===== src/sv/fdl_pkg.sv =====
`timescale 1ns / 1ps

package fdl_pkg;

  // Delay store geometry
  localparam int STORE_DEPTH = 256;
  localparam int ADDR_W      = $clog2(STORE_DEPTH);
  localparam int SUM_W       = ADDR_W + 1;
  localparam int FILL_W      = $clog2(STORE_DEPTH + 1);

  // Field widths
  localparam int DATA_W    = 32;
  localparam int STEP_W    = 8;
  localparam int FRAC_W    = 16;
  localparam int TAP_W     = 8;
  localparam int ACT_W     = 2;
  localparam int CFG_IDX_W = 2;

  // Blend arithmetic: base + ((w * diff) >>> FRAC_W)
  localparam int DIFF_W = DATA_W + 1;
  localparam int PROD_W = DIFF_W + FRAC_W + 1;

  // Queue between front and back
  localparam int QUEUE_DEPTH = 4;
  localparam int QPTR_W      = $clog2(QUEUE_DEPTH);
  localparam int QCNT_W      = $clog2(QUEUE_DEPTH + 1);
  localparam int CRED_W      = QCNT_W + 1;

  typedef enum logic [ACT_W-1:0] {
    ACT_UPDATE     = 2'd0,
    ACT_READ_DELAY = 2'd1,
    ACT_READ_TAP   = 2'd2,
    ACT_RESTART    = 2'd3
  } act_e;

  typedef enum logic [CFG_IDX_W-1:0] {
    CFG_STEP_DELAY  = 2'd0,
    CFG_FRAC_WEIGHT = 2'd1,
    CFG_INIT_VALUE  = 2'd2
  } cfg_e;

  // One resolved read, waiting for the blend
  typedef struct packed {
    logic signed [DATA_W-1:0] base;
    logic signed [DIFF_W-1:0] diff;
    logic                     err;
  } queue_word_t;

endpackage


===== src/sv/fdl_queue.sv =====
`timescale 1ns / 1ps

module fdl_queue (
  input  logic                       clk_i,
  input  logic                       rst_ni,
  input  logic                       push_i,
  input  fdl_pkg::queue_word_t       word_i,
  input  logic                       pop_i,
  output logic                       valid_o,
  output fdl_pkg::queue_word_t       word_o,
  output logic [fdl_pkg::QCNT_W-1:0] count_o
);

  fdl_pkg::queue_word_t        mem_q [fdl_pkg::QUEUE_DEPTH];
  logic [fdl_pkg::QPTR_W-1:0]  wr_q, wr_d, rd_q, rd_d;
  logic [fdl_pkg::QCNT_W-1:0]  count_q, count_d;
  logic                        do_pop;

  assign do_pop = pop_i && (count_q != '0);

  // Pointer and count update
  always_comb begin
    wr_d    = wr_q;
    rd_d    = rd_q;
    count_d = count_q;
    if (push_i) begin
      wr_d = (wr_q == fdl_pkg::QPTR_W'(fdl_pkg::QUEUE_DEPTH - 1)) ? '0 : wr_q + 1'b1;
    end
    if (do_pop) begin
      rd_d = (rd_q == fdl_pkg::QPTR_W'(fdl_pkg::QUEUE_DEPTH - 1)) ? '0 : rd_q + 1'b1;
    end
    if (push_i && !do_pop) begin
      count_d = count_q + 1'b1;
    end else if (!push_i && do_pop) begin
      count_d = count_q - 1'b1;
    end
  end

  always_ff @(posedge clk_i or negedge rst_ni) begin
    if (!rst_ni) begin
      wr_q    <= '0;
      rd_q    <= '0;
      count_q <= '0;
    end else begin
      wr_q    <= wr_d;
      rd_q    <= rd_d;
      count_q <= count_d;
    end
  end

  always_ff @(posedge clk_i) begin
    if (push_i) begin
      mem_q[wr_q] <= word_i;
    end
  end

  assign valid_o = count_q != '0;
  assign word_o  = mem_q[rd_q];
  assign count_o = count_q;

`ifndef SYNTHESIS
  a_no_overflow: assert property (@(posedge clk_i) disable iff (!rst_ni)
    push_i |-> (count_q < fdl_pkg::QCNT_W'(fdl_pkg::QUEUE_DEPTH)) || do_pop)
    else $error("queue written while full");
`endif

endmodule


===== config.mk =====
export PLATFORM = sky130hd
export DESIGN_NAME = fdl_queue
export DESIGN_NICKNAME = d
export VERILOG_FILES = /design/src/sv/fdl_pkg.sv /design/src/sv/fdl_queue.sv
export SDC_FILE = /design/constraint.sdc
export NUM_CORES = 1
export LEC_CHECK = 0
export BUFFER_PORTS_ARGS = -buffer_cell sky130_fd_sc_hd__clkbuf_2
export CAP_MARGIN = 20
export CORE_ASPECT_RATIO = 0.75
export CORE_UTILIZATION = 35
export CTS_CLUSTER_SIZE = 25
export DETAILED_ROUTE_END_ITERATION = 6
export SLEW_MARGIN = 25
export SYNTH_ARGS = -nofsm -noshare
export SYNTH_HDL_FRONTEND = slang
export SYNTH_SLANG_ARGS = --single-unit
export TNS_END_PERCENT = 50

===== constraint.sdc =====
create_clock -name clk_i -period 7.4 [get_ports clk_i]
set_clock_uncertainty 0.15 [all_clocks]
set_input_delay 0.74 -clock clk_i [delete_from_list [all_inputs] [get_ports clk_i]]
set_output_delay 0.74 -clock clk_i [all_outputs]
set_load 0.005 [all_outputs]

==> impl_metrics.yaml <==
outcome:
  status: "completed"
clocking:
  clk_pin_slew_ns: 0.06
  clock_sinks: 271
  cts_resized: 0
  htreeDepth: 1
  cts_tree: "done"
  worstSkewPairLatency_ns: 0.53
  post_cts_buffers: 0
  numCtsBuffers: 27
  holdBufCountCts: 1
  clockRootBuffer: "clkbuf_16"
  cts_buffer_depth: 3
timing:
  hold_violations: 0
  finalSetupViolCount: 0
  finalWorstPathRequiredPeriod_ns: 3.796
  rsz0062_at_grt: "false"
  worst_pin_slew_ns: 0.8936
  final_max_slew_viol_count: 0
  timing.fmax_ghz: 0.2634
  fin_crit_sh: 0.5130
  whs_ns: 0.2735
  relSlewSlack: 0.4043
  fin_tns_setup_ns: 0
place:
  placed_cells_incl_taps: 895
  io_buffers: 139
  gp_congestion: 0.6548
  dpl.hpwl_um: 11130
cells_and_area:
  stdcell_count: 942
  diodes: 0
  mostFrequentLayoutCells: "264 x edfxtp_1, 139 x clkbuf_2, 66 x mux4_2"
  area_growth_syn_to_layout_pct: 20.53
  fin_util: 0.4286
  drive_gt1_frac: 0.4578
  final_common_cell: "edfxtp_1"
  n_fill_cell: 2472
  nets: 618
floorplan:
  ios: 140
  fp.dieArea_um2: 29120
  core-area_um2: 27980
  die_x_um: 196.7
  initial_core_util: 0.3556
  rows: 53
  fp.dieH_um: 148.0
setup_path:
  required_ns: 6.51
  reg2reg_slack_ns: 5.00
  timing.rr.start: "count_o[0]"
  reg2reg_depth: 8
  critical_path.endpoint: "word_o[25]"
  crit_path_cell_trace: "buf_4 -> mux4_2 -> clkbuf_2"
  setup.worst_path.start: "rd_q[0]"
  cp-start-kind: "register"
  slowest_delay_ns: 0.80
  worst_ep_arrival_time_ns: 2.91
  path_class: "reg -> out"
  worstReg2RegEnd: "count_o[2]"
  critPathSlowestCell: "buf_4"
  path_max_fanout: 43
  crit_path_end_kind: "output pin"
drt:
  via_per_inst: 4.696
  routedWlPerCell_um: 20.07
  ant_nets: 0
  wl_um: 18910
  drtPass1Iterations: 6
  drc: 0
  routed-via-count: 4424
  drtIter0Drc: 164
pwr:
  netSwitchingPower_uw: 1227
  p_leak_uw: 0.004095
  peakVddDrop_mv: 0.2136
  p_comb_frac: 0.246
  p_sw_frac: 0.2669
  power.internal_uw: 3372
  clock_power_share: 0.293
  p_seq_frac: 0.461
  p_per_area_nw_per_um2: 383.4
synthesis:
  netlist_area_um2: 9952
  synthCells: 381
  ys_warn_count: 0
  synth_cell_types: 19
  synth_nets: 458
  yosys_register_bits: 271
  ys_seq_area_frac: 0.8142
  syn_avg_cell_area_um2: 26.12
global_routing:
  first_global_vias: 4916
  grt_overflow: 0
  grt_pass1_wl_um: 28810
  track_usage: 0.1332
  antenna_found_initial: 1
  grt_max_degree: 69
flow_run:
  drv_cap: 0
worst_hold_path:
  hold_path.class: "in -> reg"
==> Yosys cell counts <==
cell      count  share of area
o21ai_0       2         0.0010
mux4_2       66           0.15
buf_4         4         0.0030
nor2_1        3         0.0011
nand2_1       3         0.0011
inv_1         3         0.0011
dfrtp_1       7          0.018
buf_2         4         0.0020
edfxtp_1    264           0.80
mux2_2        3         0.0034
buf_1         3         0.0011
buf_6         1         0.0011
xnor2_1       1        0.00088
or3_1         1        0.00063
ha_1          6         0.0075
and2_1        4         0.0025
fa_1          1         0.0020
buf_12        3         0.0060
xor2_1        2         0.0018
==> state kept, by name, summed over array words and instances (netlist names) <==
register	count
rd_q	2
mem_q	264
count_o	3
wr_q	2
==> layer usage <==
metal	vias up	GRT usage	share of wire
li1	1951	-	-
met4	2	0.03488	0.024
met2	115	0.2248	0.50
met1	2321	0.1720	0.43
met5	-	0	0.00090
met3	35	0.03399	0.052
==> stage by stage <==
step | cell area [µm²] | worst slack (ns) | total power (µW)
5_1_grt | 12000 | 3.306 | 4841
4_1_cts | 11980 | 3.394 | 4694
2_1_floorplan | 9952 | 4.528 | 2853
6_report | 12000 | 3.604 | 4599
3_5_place_dp | 11100 | 3.984 | 3332
3_3_place_gp | 11020 | 4.042 | 3265
==> critical path: cells and delay by family (launching register included) <==
kind	cells	cell delay, ns
buffers and inverters	2	0.94
flip-flops	1	0.77
multiplexers	1	0.65
==> cell families (layout without fill, tap and decap cells) <==
logic type                 Yosys count  count (layout)  synth area share
muxes                               69              69            0.1528
xor gates and xnor gates             3               3          0.002641
and+or+nand+nor                     11              11          0.005406
adders and majority gates            7               7          0.009555
DFF                                271             271            0.8142
AOI/OAI and AO/OA                    2               2          0.001006
buffers and inverters               18             194           0.01446
==> power groups by stage <==
stage / combinational, µW / clock (µW) / sequential (µW)
finish: 1130 / 1350 / 2120
global route: 1240 / 1450 / 2160
CTS: 1130 / 1390 / 2170
detailed placement: 1130 / 0 / 2200
global placement: 1080 / 0 / 2190
floorplan: 795 / 0 / 2060
==> layout make-up <==
cell class              count  area (µm²)  share of cell area
flip-flops and latches    271        8110              0.6761
multi-input cells          92        1715              0.1430
repair buffers            146       813.3             0.06780
clock buffers              32       694.4             0.05789
well taps                 385       481.7             0.04016
clock inverters            13       168.9             0.01408
inverters                   3       11.26           0.0009388
==> how the worst min path moves through the flow <==
stage | to | startpoint | slack (ns) | cells after the start
after floorplan | count_o[0] | rst_ni | 0.29 | 0
after global placement | count_o[2] | count_o[2] | 0.32 | 1
after detailed placement | count_o[2] | count_o[2] | 0.34 | 1
after CTS | mem_q[3][49] | word_i[49] | 0.24 | 1
after global routing | mem_q[0][46] | word_i[46] | 0.25 | 1
final | mem_q[1][57] | word_i[57] | 0.27 | 1
(Power assumes the default switching activity.)
