## src/sv/fdl_pkg.sv

```systemverilog
`timescale 1ns / 1ps

package fdl_pkg;

  // Delay store geometry
  localparam int STORE_DEPTH = 256;
  localparam int ADDR_W      = $clog2(STORE_DEPTH);
  localparam int SUM_W       = ADDR_W + 1;
  localparam int FILL_W      = $clog2(STORE_DEPTH + 1);

  // Field widths
  localparam int DATA_W    = 32;
  localparam int STEP_W    = 8;
  localparam int FRAC_W    = 16;
  localparam int TAP_W     = 8;
  localparam int ACT_W     = 2;
  localparam int CFG_IDX_W = 2;

  // Blend arithmetic: base + ((w * diff) >>> FRAC_W)
  localparam int DIFF_W = DATA_W + 1;
  localparam int PROD_W = DIFF_W + FRAC_W + 1;

  // Queue between front and back
  localparam int QUEUE_DEPTH = 4;
  localparam int QPTR_W      = $clog2(QUEUE_DEPTH);
  localparam int QCNT_W      = $clog2(QUEUE_DEPTH + 1);
  localparam int CRED_W      = QCNT_W + 1;

  typedef enum logic [ACT_W-1:0] {
    ACT_UPDATE     = 2'd0,
    ACT_READ_DELAY = 2'd1,
    ACT_READ_TAP   = 2'd2,
    ACT_RESTART    = 2'd3
  } act_e;

  typedef enum logic [CFG_IDX_W-1:0] {
    CFG_STEP_DELAY  = 2'd0,
    CFG_FRAC_WEIGHT = 2'd1,
    CFG_INIT_VALUE  = 2'd2
  } cfg_e;

  // One resolved read, waiting for the blend
  typedef struct packed {
    logic signed [DATA_W-1:0] base;
    logic signed [DIFF_W-1:0] diff;
    logic                     err;
  } queue_word_t;

endpackage

```

## src/sv/fdl_out_if.sv

```systemverilog
`timescale 1ns / 1ps

interface fdl_out_if;
  logic                              valid;
  logic                              ready;
  logic signed [fdl_pkg::DATA_W-1:0] result_value;
  logic                              index_error;

  modport source (output valid, result_value, index_error, input ready);
  modport sink (input valid, result_value, index_error, output ready);
endinterface

```

## src/sv/fdl_back.sv

```systemverilog
`timescale 1ns / 1ps

module fdl_back (
  input  logic                       clk_i,
  input  logic                       rst_ni,
  input  logic                       q_valid_i,
  input  fdl_pkg::queue_word_t       q_word_i,
  input  logic [fdl_pkg::FRAC_W-1:0] frac_weight_i,
  output logic                       pop_o,
  fdl_out_if.source                  out_o
);

  // Multiply stage
  logic                              a_v_q;
  logic signed [fdl_pkg::PROD_W-1:0] prod_q;
  logic signed [fdl_pkg::DATA_W-1:0] base_q;
  logic                              err_q;

  // Output register
  logic                              out_v_q;
  logic signed [fdl_pkg::DATA_W-1:0] res_q;
  logic                              res_err_q;

  logic                              out_free, a_free;
  logic signed [fdl_pkg::PROD_W-1:0] prod_d;
  logic signed [fdl_pkg::DATA_W-1:0] res_d;

  assign out_free = !out_v_q || out_o.ready;
  assign a_free   = !a_v_q || out_free;
  assign pop_o    = q_valid_i && a_free;

  // Weight times difference, then shift and add to the base
  assign prod_d = q_word_i.diff * $signed({1'b0, frac_weight_i});
  assign res_d  = base_q + prod_q[fdl_pkg::FRAC_W +: fdl_pkg::DATA_W];

  always_ff @(posedge clk_i or negedge rst_ni) begin
    if (!rst_ni) begin
      a_v_q   <= 1'b0;
      out_v_q <= 1'b0;
    end else begin
      if (a_free) begin
        a_v_q <= pop_o;
      end
      if (out_free) begin
        out_v_q <= a_v_q;
      end
    end
  end

  always_ff @(posedge clk_i) begin
    if (pop_o) begin
      prod_q <= prod_d;
      base_q <= q_word_i.base;
      err_q  <= q_word_i.err;
    end
    if (out_free && a_v_q) begin
      res_q     <= res_d;
      res_err_q <= err_q;
    end
  end

  assign out_o.valid        = out_v_q;
  assign out_o.result_value = res_q;
  assign out_o.index_error  = res_err_q;

`ifndef SYNTHESIS
  a_hold_mul_stage: assert property (@(posedge clk_i) disable iff (!rst_ni)
    (a_v_q && out_v_q && !out_o.ready) |=> a_v_q)
    else $error("multiply stage dropped a word under stall");
`endif

endmodule

```

## src/flat_wrapper.sv

```systemverilog
// flat-port wrapper written by rule: the top's interface ports become plain ports
module fdl_back_flat 
  (clk_i, rst_ni, q_valid_i, q_word_i, frac_weight_i, pop_o, out_o_valid, out_o_result_value, out_o_index_error, out_o_ready);
  fdl_out_if out_o_i ();
  input  logic clk_i;
  input  logic rst_ni;
  input  logic q_valid_i;
  input  fdl_pkg::queue_word_t q_word_i;
  input  logic [fdl_pkg::FRAC_W-1:0] frac_weight_i;
  output logic pop_o;
  output wire logic [$bits(out_o_i.valid)-1:0] out_o_valid;
  output wire logic [$bits(out_o_i.result_value)-1:0] out_o_result_value;
  output wire logic [$bits(out_o_i.index_error)-1:0] out_o_index_error;
  input wire logic [$bits(out_o_i.ready)-1:0] out_o_ready;
  assign out_o_valid = out_o_i.valid;
  assign out_o_result_value = out_o_i.result_value;
  assign out_o_index_error = out_o_i.index_error;
  assign out_o_i.ready = out_o_ready;
  fdl_back u_core (.clk_i(clk_i), .rst_ni(rst_ni), .q_valid_i(q_valid_i), .q_word_i(q_word_i), .frac_weight_i(frac_weight_i), .pop_o(pop_o), .out_o(out_o_i));
endmodule
```

## config.mk

```make
export PLATFORM = sky130hd
export DESIGN_NAME = fdl_back_flat
export DESIGN_NICKNAME = d
export VERILOG_FILES = /design/src/sv/fdl_pkg.sv /design/src/sv/fdl_out_if.sv /design/src/sv/fdl_back.sv /design/src/flat_wrapper.sv
export SDC_FILE = /design/constraint.sdc
export NUM_CORES = 1
export LEC_CHECK = 0
export BUFFER_PORTS_ARGS = -buffer_cell sky130_fd_sc_hd__buf_2
export CAP_MARGIN = 5
export CORE_MARGIN = 3
export CORE_UTILIZATION = 55
export CTS_BUF_LIST = sky130_fd_sc_hd__clkbuf_8
export CTS_CLUSTER_DIAMETER = 50
export CTS_CLUSTER_SIZE = 14
export DETAILED_ROUTE_END_ITERATION = 7
export PLACE_DENSITY = 0.73
export SLEW_MARGIN = 20
export SYNTH_ARGS = -nofsm -noshare
export SYNTH_HDL_FRONTEND = slang
export SYNTH_SLANG_ARGS = --single-unit
export TNS_END_PERCENT = 20
```

## constraint.sdc

```tcl
create_clock -name clk_i -period 11.9 [get_ports clk_i]
set_clock_uncertainty 0.15 [all_clocks]
set_input_delay 1.785 -clock clk_i [delete_from_list [all_inputs] [get_ports clk_i]]
set_output_delay 1.785 -clock clk_i [all_outputs]
set_load 0.05 [all_outputs]
```

==> results.sh, run 1 <==
export IMPL_tightest_slew_ps=863
export IMPL_rsz0062_at_grt="no"
export IMPL_startpoint_type="input pin"
export IMPL_area_growth_pct=5.14
export IMPL_core_area_sq_um=39100
export IMPL_setup_viol=0
export IMPL_ant_nets=0
export IMPL_drc=0
export IMPL_synth_top_family_by_area="adder cells"
export IMPL_wl_per_cell_um=18.4
export IMPL_num_rows=72
export IMPL_clk_pin_slew_ps=90
export IMPL_layout_nets=3055
export IMPL_hpwl_mm=42.5
export IMPL_slew_headroom=0.421
export IMPL_cts_root_buf="clkbuf_8"
export IMPL_ys_top_cells_by_area="fa_1, edfxtp_1, inv_1"
export IMPL_worstSetupPathType="in -> reg"
export IMPL_grt_pass1_wl_mm=86.2
export IMPL_finalHoldViolCount=0
export IMPL_grt_pass1_vias=17036
export IMPL_cts_sinks=100
export IMPL_grt_max_degree=66
export IMPL_yosysMostFrequentCell="inv_1"
export IMPL_synth_adder_area_share=0.526
export IMPL_drive_above_1_share=0.0649
export IMPL_ios=121
export IMPL_synthMuxAreaShare=0.000454
export IMPL_num_vias=15496
export IMPL_port_buffers=120
export IMPL_ys_warn_count=0
export IMPL_hold_end="u_core.out_o.index_error"
export IMPL_clk_latency_ps=390
export IMPL_h_tree_depth=3
export IMPL_period_minus_slack_ps=8500
export IMPL_cp_slowest_cell="a211oi_1"
export IMPL_gp_congestion=0.997
export IMPL_via_per_inst=5.42
export IMPL_synth_area_sq_um=22000
export IMPL_grt_ovfl_total=0
export IMPL_critical_path_required_ps=11900
export IMPL_numCtsBuffers=9
export IMPL_synth_compound_area_frac=0.0546
export IMPL_critical_path_max_stage_delay_ps=740
export IMPL_yosysTopAreaCellShare=0.445
export IMPL_cts_path_max_buffers=2
export IMPL_crit_fanout=33
export IMPL_setup_tns_ps=0
export IMPL_r2r_start="u_core.base_q[1]"
export IMPL_period_share=0.714
export IMPL_yosys_area_share_simple=0.146
export IMPL_async_reset_ff_frac=0.0200
export IMPL_drtPass1Iterations=6
export IMPL_start_util=0.564
export IMPL_track_usage=0.261
export IMPL_antenna_found_initial=5
export IMPL_dieArea_sq_um=42500
export IMPL_status="completed"
export IMPL_critical_path_cell_chain="buf_2, nand2_1, fa_1, inv_1, fa_1, inv_1, fa_1, inv_1, fa_1, fa_1, fa_1, ha_1, nand4_1, a221oi_1, a211oi_1, a21oi_1, o41a_1, a211oi_1, o21bai_1, xor2_1"
export IMPL_post_cts_buffers=0
export IMPL_arrival_ps=8500
export IMPL_ys_seq_area_frac=0.136
export IMPL_synth_edff_count=98
export IMPL_maxCapViolations=0
export IMPL_die_w_um=206
export IMPL_yosys_area_share_xor_xnor=0.0262
export IMPL_reg2reg_slack_ps=8390
export IMPL_fmax_mhz=118
export IMPL_r2r_end="u_core.out_o.result_value[31]"
export IMPL_cp_common_cell="fa_1"
export IMPL_syn_inst=2288
export IMPL_cts_hold_buf=0
export IMPL_die_y_um=206
export IMPL_yosys_top_cells_count="inv_1, fa_1, nand2_1"
export IMPL_syn_nets=3007
export IMPL_initialDrtViolationCount=1000
export IMPL_hold_path_class="reg -> reg"
export IMPL_hp_start="u_core.err_q"
export IMPL_reg2reg_depth=10
export IMPL_synth_flop_cell="edfxtp_1"
export IMPL_avgSynthCellArea_sq_um=9.64
export IMPL_whs_path_depth=0
export IMPL_wirelength_mm=52.6
export IMPL_synth_cell_types=53
export IMPL_cts_resized=0
export IMPL_end_kind="flop"
export IMPL_synth_top_area_cell="fa_1"
export IMPL_cts_tree="done"
export IMPL_ys_ff_latch=100
export IMPL_slew_viol_final=0
## critical path: cells and delay by family
family	cells	cell delay (ps)
adders and majority gates	7	3290
AOI/OAI and AO/OA	6	2180
buffers and inverters	4	750
and+or+nand+nor	2	290
xor gates and xnor gates	1	150
## state kept, by name, indices dropped and copies added (netlist names)
signal	cells
u_core.base_q	32
u_core.a_v_q	1
u_core.prod_q	32
u_core.out_o.index_error	1
u_core.out_o.valid	1
u_core.out_o.result_value	32
u_core.err_q	1
## kinds of logic (layout without fill, tap and decap cells)
| group | Yosys count | in the layout |
|---|---|---|
| buf+inv | 650 | 703 |
| compound gates | 175 | 175 |
| other cells | 0 | 1 |
| fa+ha+maj | 633 | 633 |
| simple gates | 663 | 663 |
| xor+xnor | 66 | 66 |
| flops | 100 | 100 |
| mux | 1 | 1 |
## placed cells by master (no fill, tap or decap), types with 11 or more instances in the layout
master and n:
inv_1 565, fa_1 490, nand2_1 313, and2_1 233, ha_1 143, buf_2 120, edfxtp_1 98, xnor2_1 48
nor2_1 44, a21oi_1 40, a21o_1 30, o21ai_0 26, xor2_1 18, o21a_1 15, nor3_1 15, nand3_1 12
a211oi_1 12, and3_1 11
## cell type report
cell class                      instances  area [sq um]
Multi-Input combinational cell       1538         16600
Fill cell                            3402         15900
Sequential cell                       100          2990
Inverter                              565          2120
Tap cell                              518           648
Timing Repair Buffer                  122           616
Clock buffer                            9           124
Clock inverter                          7          50.0
Antenna cell                            1          2.50
## per-layer routing
metal | global-route usage | part of all wire | up-vias
li1 | - | - | 6896
met1 | 0.356 | 0.42 | 7903
met2 | 0.437 | 0.48 | 591
met3 | 0.0430 | 0.077 | 100
met4 | 0.0703 | 0.025 | 6
met5 | 0 | 0.00065 | -
## worst max-delay path by stage
stage / from / to / slack, ps / depth (start not counted)
floorplan: out_o_ready / pop_o / 2350 / 2
global placement: frac_weight_i[3] / u_core.prod_q[37] / 3180 / 20
detailed placement: frac_weight_i[9] / u_core.prod_q[37] / 3080 / 20
CTS: frac_weight_i[9] / u_core.prod_q[37] / 3480 / 20
global route: frac_weight_i[3] / u_core.prod_q[37] / 3120 / 20
finish: frac_weight_i[9] / u_core.prod_q[37] / 3400 / 20
## metrics by stage
step                       util  std cells  setup slack, ps  cell area, sq um  hold WS [ps]
after floorplan               -       2288             2350             22000           250
after global placement    0.588       2843             3180             23000           257
after detailed placement  0.588       2843             3080             23000           266
after CTS                 0.593       2859             3480             23200           289
after global routing      0.593       2859             3120             23200           289
final                     0.593       2860             3400             23200           284
Power of run 1 is not shown: default switching activity piles up to over one toggle a cycle in this logic, so the estimate is an artifact.
==> run 2, diff against run 1 <==
clock period = 7.9 ns   (was 11.9 ns; I/O delays follow)
==> run 2 against run 1 <==
  * Routed wire length increased by 5.4%
  * Design area up 1.9%
  * Sequential share of layout area shrank 0.25 points
  * Core utilization up 1.2 points
  * Critical path depth increased by 1
  * Final cell count grew 1.8%
  * Non-clock buffer count up 53
  * First-iteration DRC count grew 13%
  * Via count is 0.74% higher
  * Global-route usage grew 1.6 points
  * Largest cell class unchanged
  * Die area unchanged
  * Worst hold slack gained 2.4 ps
==> results.sh, run 2 (synthesized netlist as in run 1, its figures left out) <==
export IMPL_dp_cells=2896
export IMPL_cts_tree="done"
export IMPL_n_antenna_cell=0
export IMPL_antenna_found_initial=1
export IMPL_final_area_sq_um=23600
export IMPL_cts_hold_buf=0
export IMPL_cts_root_buf="clkbuf_8"
export IMPL_setup_viol=0
export IMPL_reg2reg_slack_ps=4440
export IMPL_critical_path_max_stage_delay_ps=610
export IMPL_drive_above_1_share=0.0860
export IMPL_start_util=0.564
export IMPL_maxCapViolations=0
export IMPL_port_buffers=120
export IMPL_clk_latency_ps=370
export IMPL_critical_path_cell_chain="buf_2, nand2_1, fa_1, inv_1, fa_1, fa_1, fa_1, fa_1, inv_1, fa_1, inv_1, ha_1, a21o_1, o21bai_1, a31o_2, nor3b_1, a41oi_2, o22ai_2, a211o_1, a311oi_2, xnor2_1"
export IMPL_wl_per_cell_um=19.0
export IMPL_clk_pin_slew_ps=110
export IMPL_via_per_inst=5.36
export IMPL_post_cts_buffers=0
export IMPL_drc=0
export IMPL_arrival_ps=7510
export IMPL_die_w_um=206
export IMPL_end_kind="flop"
export IMPL_final_cell_mix="inv_1, fa_1, nand2_1"
export IMPL_grt_pass1_vias=17328
export IMPL_core_area_sq_um=39100
export IMPL_slew_headroom=0.445
export IMPL_gp_congestion=0.953
export IMPL_grt_max_degree=66
export IMPL_stdcell_count=2912
export IMPL_slew_viol_final=0
export IMPL_fin_util=0.604
export IMPL_finalHoldViolCount=0
export IMPL_h_tree_depth=3
export IMPL_dpl_cell_area_sq_um=23400
export IMPL_num_rows=72
export IMPL_cts_resized=0
export IMPL_worstSetupPathType="in -> reg"
export IMPL_cts_sinks=100
export IMPL_drtPass1Iterations=5
export IMPL_grt_ovfl_total=0
export IMPL_dieArea_sq_um=42500
export IMPL_cp_slowest_cell="fa_1"
export IMPL_final_common_cell="inv_1"
export IMPL_cts_path_max_buffers=2
export IMPL_hpwl_mm=44.5
export IMPL_layout_nets=3108
export IMPL_track_usage=0.277
export IMPL_period_share=0.953
export IMPL_ios=121
export IMPL_rsz0062_at_grt="no"
export IMPL_n_fill_cell=3363
export IMPL_tightest_slew_ps=832
export IMPL_startpoint_type="input pin"
export IMPL_critical_path_required_ps=7880
export IMPL_hold_path_class="reg -> reg"
export IMPL_crit_fanout=18
export IMPL_ant_nets=0
export IMPL_grt_pass1_wl_mm=90.5
export IMPL_status="completed"
export IMPL_die_y_um=206
export IMPL_initialDrtViolationCount=1131
export IMPL_area_growth_pct=7.18
export IMPL_wirelength_mm=55.4
export IMPL_cp_common_cell="fa_1"
export IMPL_num_vias=15610
export IMPL_numCtsBuffers=9
export IMPL_period_minus_slack_ps=7530
export IMPL_fmax_mhz=133
export IMPL_setup_tns_ps=0
[run 2: worst paths after layout]
kind | from | endpoint | cells after the start
min in group asynchronous | rst_ni | u_core.out_o.valid | 1
max in group asynchronous | rst_ni | u_core.a_v_q | 1
min | u_core.err_q | u_core.out_o.index_error | 0
max reg2reg | u_core.base_q[1] | u_core.out_o.result_value[31] | 10
min reg2reg | u_core.err_q | u_core.out_o.index_error | 0
max | frac_weight_i[8] | u_core.prod_q[47] | 21
[run 2: critical path, delay by kind of cell]
family                     cells  cell delay (ps)
buffers and inverters          4              580
adders and majority gates      7             3500
and+or+nand+nor                2              330
xor gates and xnor gates       1               90
AOI/OAI and AO/OA              7             1790
[run 2: final cells by class]
type / instances / area (sq um) / area share
tap: 518 / 648 / 0.0274
clock inverter: 7 / 80.1 / 0.00339
multi-input combinational: 1538 / 16600 / 0.704
inverter: 565 / 2120 / 0.0897
sequential: 100 / 2990 / 0.127
clock buffer: 9 / 124 / 0.00524
timing repair buffer: 175 / 1040 / 0.0439
[run 2: through the flow]
step | setup slack, ps | hold WS (ps)
global placement | 190 | 255
CTS | 497 | 283
finish | 369 | 287
global route | 163 | 301
detailed placement | 89.5 | 257
floorplan | 672 | 250
[run 2: routing by layer]
metal | track usage | vias up | wire length, um
met4 | 0.0587 | 0 | 1270
met5 | 0 | - | 0
met2 | 0.428 | 744 | 24200
li1 | - | 7008 | -
met1 | 0.380 | 7765 | 22800
met3 | 0.101 | 93 | 7190
Power of run 2 is left out for the same reason.
